`src/hw/rtl/edm_pkg.sv`:
```
// Shared types, constants and helpers for the Euclidean distance map block.
// Used by the top level, controller and datapath under hw/rtl; depends on nothing else.
package edm_pkg;

   // Frame limits follow from the 8-bit read coordinates of the request.
   localparam int MAX_WIDTH  = 256;
   localparam int MAX_HEIGHT = 256;
   localparam int XW         = 8;
   localparam int YW         = 8;
   localparam int DIM_W      = 9;
   localparam int DELTA_W    = 9;
   localparam int DIST_W     = 17;
   localparam int MAP_AW     = XW + YW;
   localparam int MAP_DEPTH  = MAX_WIDTH * MAX_HEIGHT;
   localparam int OUT_W      = 16;

   localparam int DEF_QUEUE_DEPTH     = 262144;
   localparam int DEF_PRECISION_SHIFT = 3;

   localparam logic [DIST_W-1:0] DIST_UNREACHED = 17'h1FFFF;
   localparam logic [OUT_W-1:0]  OUT_MAX        = 16'hFFFF;

   // Configuration register indexes.
   localparam int CSR_IDX_W = 2;
   localparam logic [CSR_IDX_W-1:0] CSR_IMAGE_WIDTH  = 2'd0;
   localparam logic [CSR_IDX_W-1:0] CSR_IMAGE_HEIGHT = 2'd1;
   localparam logic [CSR_IDX_W-1:0] CSR_FG_THRESHOLD = 2'd2;

   localparam logic OP_LOAD = 1'b0;
   localparam logic OP_READ = 1'b1;

   typedef struct packed {
      logic          op;
      logic [7:0]    luminance;
      logic          last_pixel;
      logic [XW-1:0] read_x;
      logic [YW-1:0] read_y;
   } req_type;

   typedef struct packed {
      logic [OUT_W-1:0] distance;
      logic             done_res;
      logic             overflow;
   } rsp_type;

   typedef struct packed {
      logic [XW-1:0]             x;
      logic [YW-1:0]             y;
      logic signed [DELTA_W-1:0] dx;
      logic signed [DELTA_W-1:0] dy;
   } qentry_type;

   localparam int QENTRY_W = $bits(qentry_type);

   typedef enum logic [3:0] {
      DP_NOP,
      DP_CAPTURE,
      DP_LOAD,
      DP_FILL,
      DP_PROP_BEGIN,
      DP_POP,
      DP_ENTRY,
      DP_NB_RD,
      DP_NB_SKIP,
      DP_NB_CMP,
      DP_FIN_RD,
      DP_SQRT_LOAD,
      DP_FIN_SAT,
      DP_FIN_WR,
      DP_RD_ISSUE
   } dp_op_type;

   typedef struct packed {
      dp_op_type op;
      logic      respond;
   } dp_cmd_type;

   typedef struct packed {
      logic req_last;
      logic pos_in_frame;
      logic queue_empty;
      logic nb_inside;
      logic dir_last;
      logic cell_last;
      logic unreached;
      logic sqrt_done;
   } dp_status_type;

   // A zero size acts as one; larger sizes saturate at the maximum.
   function automatic logic [DIM_W-1:0] clamp_dim(input logic [DIM_W-1:0] v,
                                                  input logic [DIM_W-1:0] maxv);
      logic [DIM_W-1:0] r;
      if (v == '0) begin
         r = DIM_W'(1);
      end else if (v > maxv) begin
         r = maxv;
      end else begin
         r = v;
      end
      return r;
   endfunction

endpackage

```
`src/hw/rtl/edm_ctrl.sv`:
```
// Controller state machine: sequences load, fill, propagation, scaling
// and read-back. Depends on edm_pkg.
module edm_ctrl
   import edm_pkg::*;
(
   input  logic          clock,
   input  logic          reset,
   input  logic          start,
   input  logic          req_is_read,
   output logic          busy,
   output dp_cmd_type    cmd,
   input  dp_status_type status
);

   typedef enum logic [3:0] {
      ST_IDLE,
      ST_LOAD,
      ST_FILL,
      ST_POP,
      ST_ENTRY,
      ST_NB_RD,
      ST_NB_CMP,
      ST_FIN_RD,
      ST_FIN_CHK,
      ST_SQRT,
      ST_RD_ISSUE,
      ST_RD_WAIT
   } state_type;

   state_type state_ff, state_in;

   always_comb begin
      state_in    = state_ff;
      cmd.op      = DP_NOP;
      cmd.respond = 1'b0;
      unique case (state_ff)
         ST_IDLE: begin
            if (start) begin
               cmd.op   = DP_CAPTURE;
               state_in = req_is_read ? ST_RD_ISSUE : ST_LOAD;
            end
         end
         ST_LOAD: begin
            cmd.op = DP_LOAD;
            if (status.req_last) begin
               state_in = ST_FILL;
            end else begin
               cmd.respond = 1'b1;
               state_in    = ST_IDLE;
            end
         end
         ST_FILL: begin
            // Cells never loaded in a short frame are set to unreached.
            if (status.pos_in_frame) begin
               cmd.op = DP_FILL;
            end else begin
               cmd.op   = DP_PROP_BEGIN;
               state_in = ST_POP;
            end
         end
         ST_POP: begin
            if (status.queue_empty) begin
               state_in = ST_FIN_RD;
            end else begin
               cmd.op   = DP_POP;
               state_in = ST_ENTRY;
            end
         end
         ST_ENTRY: begin
            cmd.op   = DP_ENTRY;
            state_in = ST_NB_RD;
         end
         ST_NB_RD: begin
            if (status.nb_inside) begin
               cmd.op   = DP_NB_RD;
               state_in = ST_NB_CMP;
            end else begin
               cmd.op   = DP_NB_SKIP;
               state_in = status.dir_last ? ST_POP : ST_NB_RD;
            end
         end
         ST_NB_CMP: begin
            cmd.op   = DP_NB_CMP;
            state_in = status.dir_last ? ST_POP : ST_NB_RD;
         end
         ST_FIN_RD: begin
            cmd.op   = DP_FIN_RD;
            state_in = ST_FIN_CHK;
         end
         ST_FIN_CHK: begin
            if (status.unreached) begin
               cmd.op = DP_FIN_SAT;
               if (status.cell_last) begin
                  cmd.respond = 1'b1;
                  state_in    = ST_IDLE;
               end else begin
                  state_in = ST_FIN_RD;
               end
            end else begin
               cmd.op   = DP_SQRT_LOAD;
               state_in = ST_SQRT;
            end
         end
         ST_SQRT: begin
            if (status.sqrt_done) begin
               cmd.op = DP_FIN_WR;
               if (status.cell_last) begin
                  cmd.respond = 1'b1;
                  state_in    = ST_IDLE;
               end else begin
                  state_in = ST_FIN_RD;
               end
            end
         end
         ST_RD_ISSUE: begin
            cmd.op   = DP_RD_ISSUE;
            state_in = ST_RD_WAIT;
         end
         ST_RD_WAIT: begin
            cmd.respond = 1'b1;
            state_in    = ST_IDLE;
         end
         default: begin
            state_in = ST_IDLE;
         end
      endcase
   end

   always_ff @(posedge clock) begin
      if (reset) begin
         state_ff <= ST_IDLE;
      end else begin
         state_ff <= state_in;
      end
   end

   assign busy = (state_ff != ST_IDLE);

endmodule

```
`config.mk`:
```
export PLATFORM = sky130hd
export DESIGN_NAME = edm_ctrl
export DESIGN_NICKNAME = d
export VERILOG_FILES = /design/src/hw/rtl/edm_pkg.sv /design/src/hw/rtl/edm_ctrl.sv
export SDC_FILE = /design/constraint.sdc
export NUM_CORES = 1
export LEC_CHECK = 0
export ABC_CLOCK_PERIOD_IN_PS = 1100
export BUFFER_PORTS_ARGS = -buffer_cell sky130_fd_sc_hd__buf_4
export CAP_MARGIN = 20
export CORE_MARGIN = 5
export CORE_UTILIZATION = 30
export DETAILED_ROUTE_END_ITERATION = 12
export SYNTH_ARGS = -nofsm -noshare
export SYNTH_HDL_FRONTEND = slang
export SYNTH_SLANG_ARGS = --single-unit
```
`constraint.sdc`:
```
create_clock -name clock -period 1.1 [get_ports clock]
set_input_delay 0.11 -clock clock [delete_from_list [all_inputs] [get_ports clock]]
set_output_delay 0.11 -clock clock [all_outputs]
set_load 0.02 [all_outputs]
```
Word-level counts from Yosys, hierarchy flattened

Index checks and enable logic that the tools add are counted.

Bits in registers: 4
Input port bits: 12
Word-level logic and storage cells: 40

Eq/ne operators: 14
Muxes and demuxes: 22
Reductions and logical operators: 3

Operator list:

| cell               | number |
|---|---|
| $pmux 4 s11        | 2 |
| $mux 4             | 6 |
| $mux 3             | 6 |
| $eq 4x3->1 const B | 4 |
| $eq 4x4->1 const B | 4 |
| $eq 4x2->1 const B | 2 |
| $ne 2x2->1 const B | 3 |
| $mux 5             | 1 |
| $eq 4x1->1 const B | 1 |
| $logic_not 4->1    | 1 |
| $mux 1             | 4 |
| $mux 2             | 2 |
| $pmux 1 s4         | 1 |
| $reduce_bool 4->1  | 1 |
| $reduce_and 3->1   | 1 |

Logic depth before layout (Yosys ltp)

Depth after elaboration: 3
Mapped depth: 6
Depth with buffers taken out: 5

Worst setup path before layout

Ideal clock, no wire load.

Path kind: reg2out
Start: reg state_ff[0]
End: out cmd[0] in the netlist's numbering
Data arrival time: 1.334 ns
Path slack: -0.344 ns
Stages on the path, launching flop included: 5
Buffers on the path: 2
Cell sequence: dfxtp_1 -> buf_6 -> buf_6 -> or3_1 -> a21oi_1

RTL lines:

| element                  | RTL line        | source |
|---|---|---|
| start: declaration       | edm_ctrl.sv:30  | `state_type state_ff, state_in;` |
| start signal: assignment | edm_ctrl.sv:133 | `state_ff <= state_in;` |
| end: declaration         | edm_ctrl.sv:11  | `output dp_cmd_type cmd,` |

==> results by group <==
Status
  • Status: complete, but fails checks
  • Failing checks: negative setup slack

Critical path
  • Arrival @ worst endpoint: 1.58 ns
  • CP Cell Sequence: buf_6 -> inv_6 -> a21oi_2 -> or3_1 -> a21oi_2 -> or3_4 -> buf_6
  • CP max-delay cell: or3_1
  • Worst EP required: 0.99 ns
  • CP Class: register to primary output
  • Largest stage delay, worst path: 0.38 ns
  • Crit path launch type: register
  • Crit Path Max Fanout: 4
  • R2R setup slack: -0.38 ns
  • CP endpoint kind: primary output
  • Crit path from: state_ff[3]
  • Reg2Reg Launch Point: state_ff[3]

Place
  • Detailed placement HPWL: 1890 um
  • Placed cells: 173
  • Placed Area: 1100 um^2
  • Final Wtd Congestion: 0.906
  • I/O Buffers: 17

Synthesis
  • Most instantiated library cell after synthesis: a21oi_1
  • Syn_nets: 115
  • Synth area leader: dfxtp_1
  • Post-synth top area share: 11.8%
  • Register area share after synthesis: 11.8%
  • Yosys warning total: 0
  • Yosys reg bits: 4
  • Top cells by area, synth: dfxtp_1 12%, a21oi_1 10%, nor2_1 6.7%
  • Commonest cells in the netlist: 14 x a21oi_1, 12 x nor2_1, 8 x nand2_1
  • Asr flop ratio synth: 0%
  • Distinct cells, synth: 37
  • Synth Instances: 103
  • Top_reg_cell synth: dfxtp_1
  • Syn Std Cell Area: 677 um^2
  • Mean Syn Cell Area: 6.57 um^2
  • Post-synth EDFFs: 0

Finish
  • Top Registers: state_ff x4
  • Final nets: 171
  • Final Cell Area: 1440 um^2
  • Ant diodes: 0
  • Layout Cells excl Fill: 185
  • Share of cells above drive strength 1: 68.8%
  • Layout area overhead: 113%
  • Largest register FFs: 4
  • Largest reg by FF count: state_ff

Global route
  • Met3 GRT Util: 2.49%
  • Remaining Overflow, GRT: 0
  • Largest net degree at the start of global routing: 14
  • Layer with the highest usage: met2
  • GR Layer Usage met2: 31.9%
  • Initial antenna violation count: 0
  • Total track usage: 18.8%
  • GR Layer Usage met1: 24.5%
  • Global-route wire length before repair: 5020 um
  • Vias in the first global route: 1049

Power
  • PwrDens: 2550 nW/um^2
  • Switch share: 44.1%
  • Comb pwr share: 85.7%
  • Clk pwr share: 5.3%
  • Max VDD drop: 1450 uV
  • Pint: 2.06 mW
  • Seq pwr share: 9.0%
  • Switching Power: 1.62 mW
  • Static leakage: 0.576 nW
  • Overall power: 3.68 mW

Clock network
  • Clock tree sinks: 4
  • H-tree depth: 1
  • Worst-path clk slew: 0.05 ns
  • CTS Buf Count: 3
  • CTS tree: built
  • Hold_buf cts: 0
  • Clk_lat worst skew: 0.24 ns
  • Clock root buffer: clkbuf_4
  • Max clock buf depth: 2

STA
  • Worst-margin pin slew: 0.270 ns
  • Fin. Hold Viols: 0
  • Final Cycle Share: 154%
  • Setup violations, final: 10
  • Achievable Freq: 0.591 GHz
  • Final setup margin: -0.591 ns
  • Final min period: 1.69 ns
  • Fin Hold WS: 0.0550 ns
  • Slew headroom: 82.0%
  • Final Slew Violations: 0
  • RSZ-0062 raised after global routing: true
  • Clk_skew: 0.0125 ns

Detailed routing
  • Final ANT Viol Nets: 0
  • Vias per cell: 5.40
  • DRC viols: 0
  • Post-Route WL: 2910 um
  • Vias: 999
  • Initial DRC count: 34
  • WL per Instance: 15.7 um
  • Drt first pass iters: 4

Die
  • Die area: 3310 um^2
  • I/O pin total: 18
  • Die W: 57.5 um
  • Core footprint: 2190 um^2
  • Die H: 57.5 um
  • Starting Density: 30.9%
  • # rows: 17

Hold path
  • Hold Crit Class: input port to register
  • Min-delay src: reset

Run
  • Max Cap Viol: 0
-- critical path: cells and delay by family (launching register included) --
kind	cells	cell delay (ns)
AOI/OAI and AO/OA	2	0.17
buffers and inverters	3	0.29
DFF	1	0.37
and+or+nand+nor	2	0.51
-- per-layer routing --
layer / routed length (um) / part of all wire [%]
met5: 0 / 0
met4: 63 / 2.2
met3: 124 / 4.3
met2: 1520 / 52
met1: 1200 / 41
-- cell type report --
type                    instances  area (um^2)
inverters                       4         20.0
well taps                      28         35.0
repair buffers                 59          537
clock buffers                   3         22.5
fillers                       177          747
multi-input cells              87          734
flip-flops and latches          4         95.1
-- what timing repair did --
| item | CTS | global route |
|---|---|---|
| endpoints found under the setup margin | 10 | 10 |
| pin swaps | 14 | 10 |
| setup buffers | 8 | 2 |
| resized for setup | 43 | 13 |
-- stage by stage --
step | utilization, % | setup WS [ns] | TNS, ns
2_1_floorplan | - | -0.140 | -0.834
3_3_place_gp | 50.0 | -0.356 | -2.77
3_5_place_dp | 50.0 | -0.373 | -2.92
4_1_cts | 62.9 | -0.572 | -3.47
5_1_grt | 65.9 | -0.664 | -4.37
6_report | 65.9 | -0.591 | -3.83
-- placed cells by master (no fill, tap or decap), drive strengths merged, types with 2 or more instances in the layout --
cell type   n
a21oi      14
a22oi       2
and2        2
buf        59
clkbuf      3
dfxtp       4
inv         4
mux2i       2
nand2       8
nand2b      6
nand3       3
nand4b      2
nor2       13
nor2b       2
nor3        2
nor4b       2
o21ai      11
o22ai       3
or3         4
-- final timing paths --
kind	end	cells past startpoint
max	cmd[1]	7
min	state_ff[1]	2
max reg2reg	state_ff[0]	8
min reg2reg	state_ff[0]	3
-- power by group through the flow --
stage | combinational, mW | sequential, mW | clock, mW
5_1_grt | 3.36 | 0.344 | 0.205
4_1_cts | 2.92 | 0.324 | 0.195
6_report | 3.15 | 0.332 | 0.195
2_1_floorplan | 1.43 | 0.262 | 0
3_3_place_gp | 2.20 | 0.343 | 0
3_5_place_dp | 2.20 | 0.352 | 0
-- logic make-up (layout without fill, tap and decap cells) --
logic type,count (synthesis),count (layout),synth area share [%]
simple gates,45,45,36.0
compound gates,40,40,37.2
buf+inv,12,66,12.0
flops,4,4,11.8
mux,2,2,2.96
(Power assumes the default switching activity.)
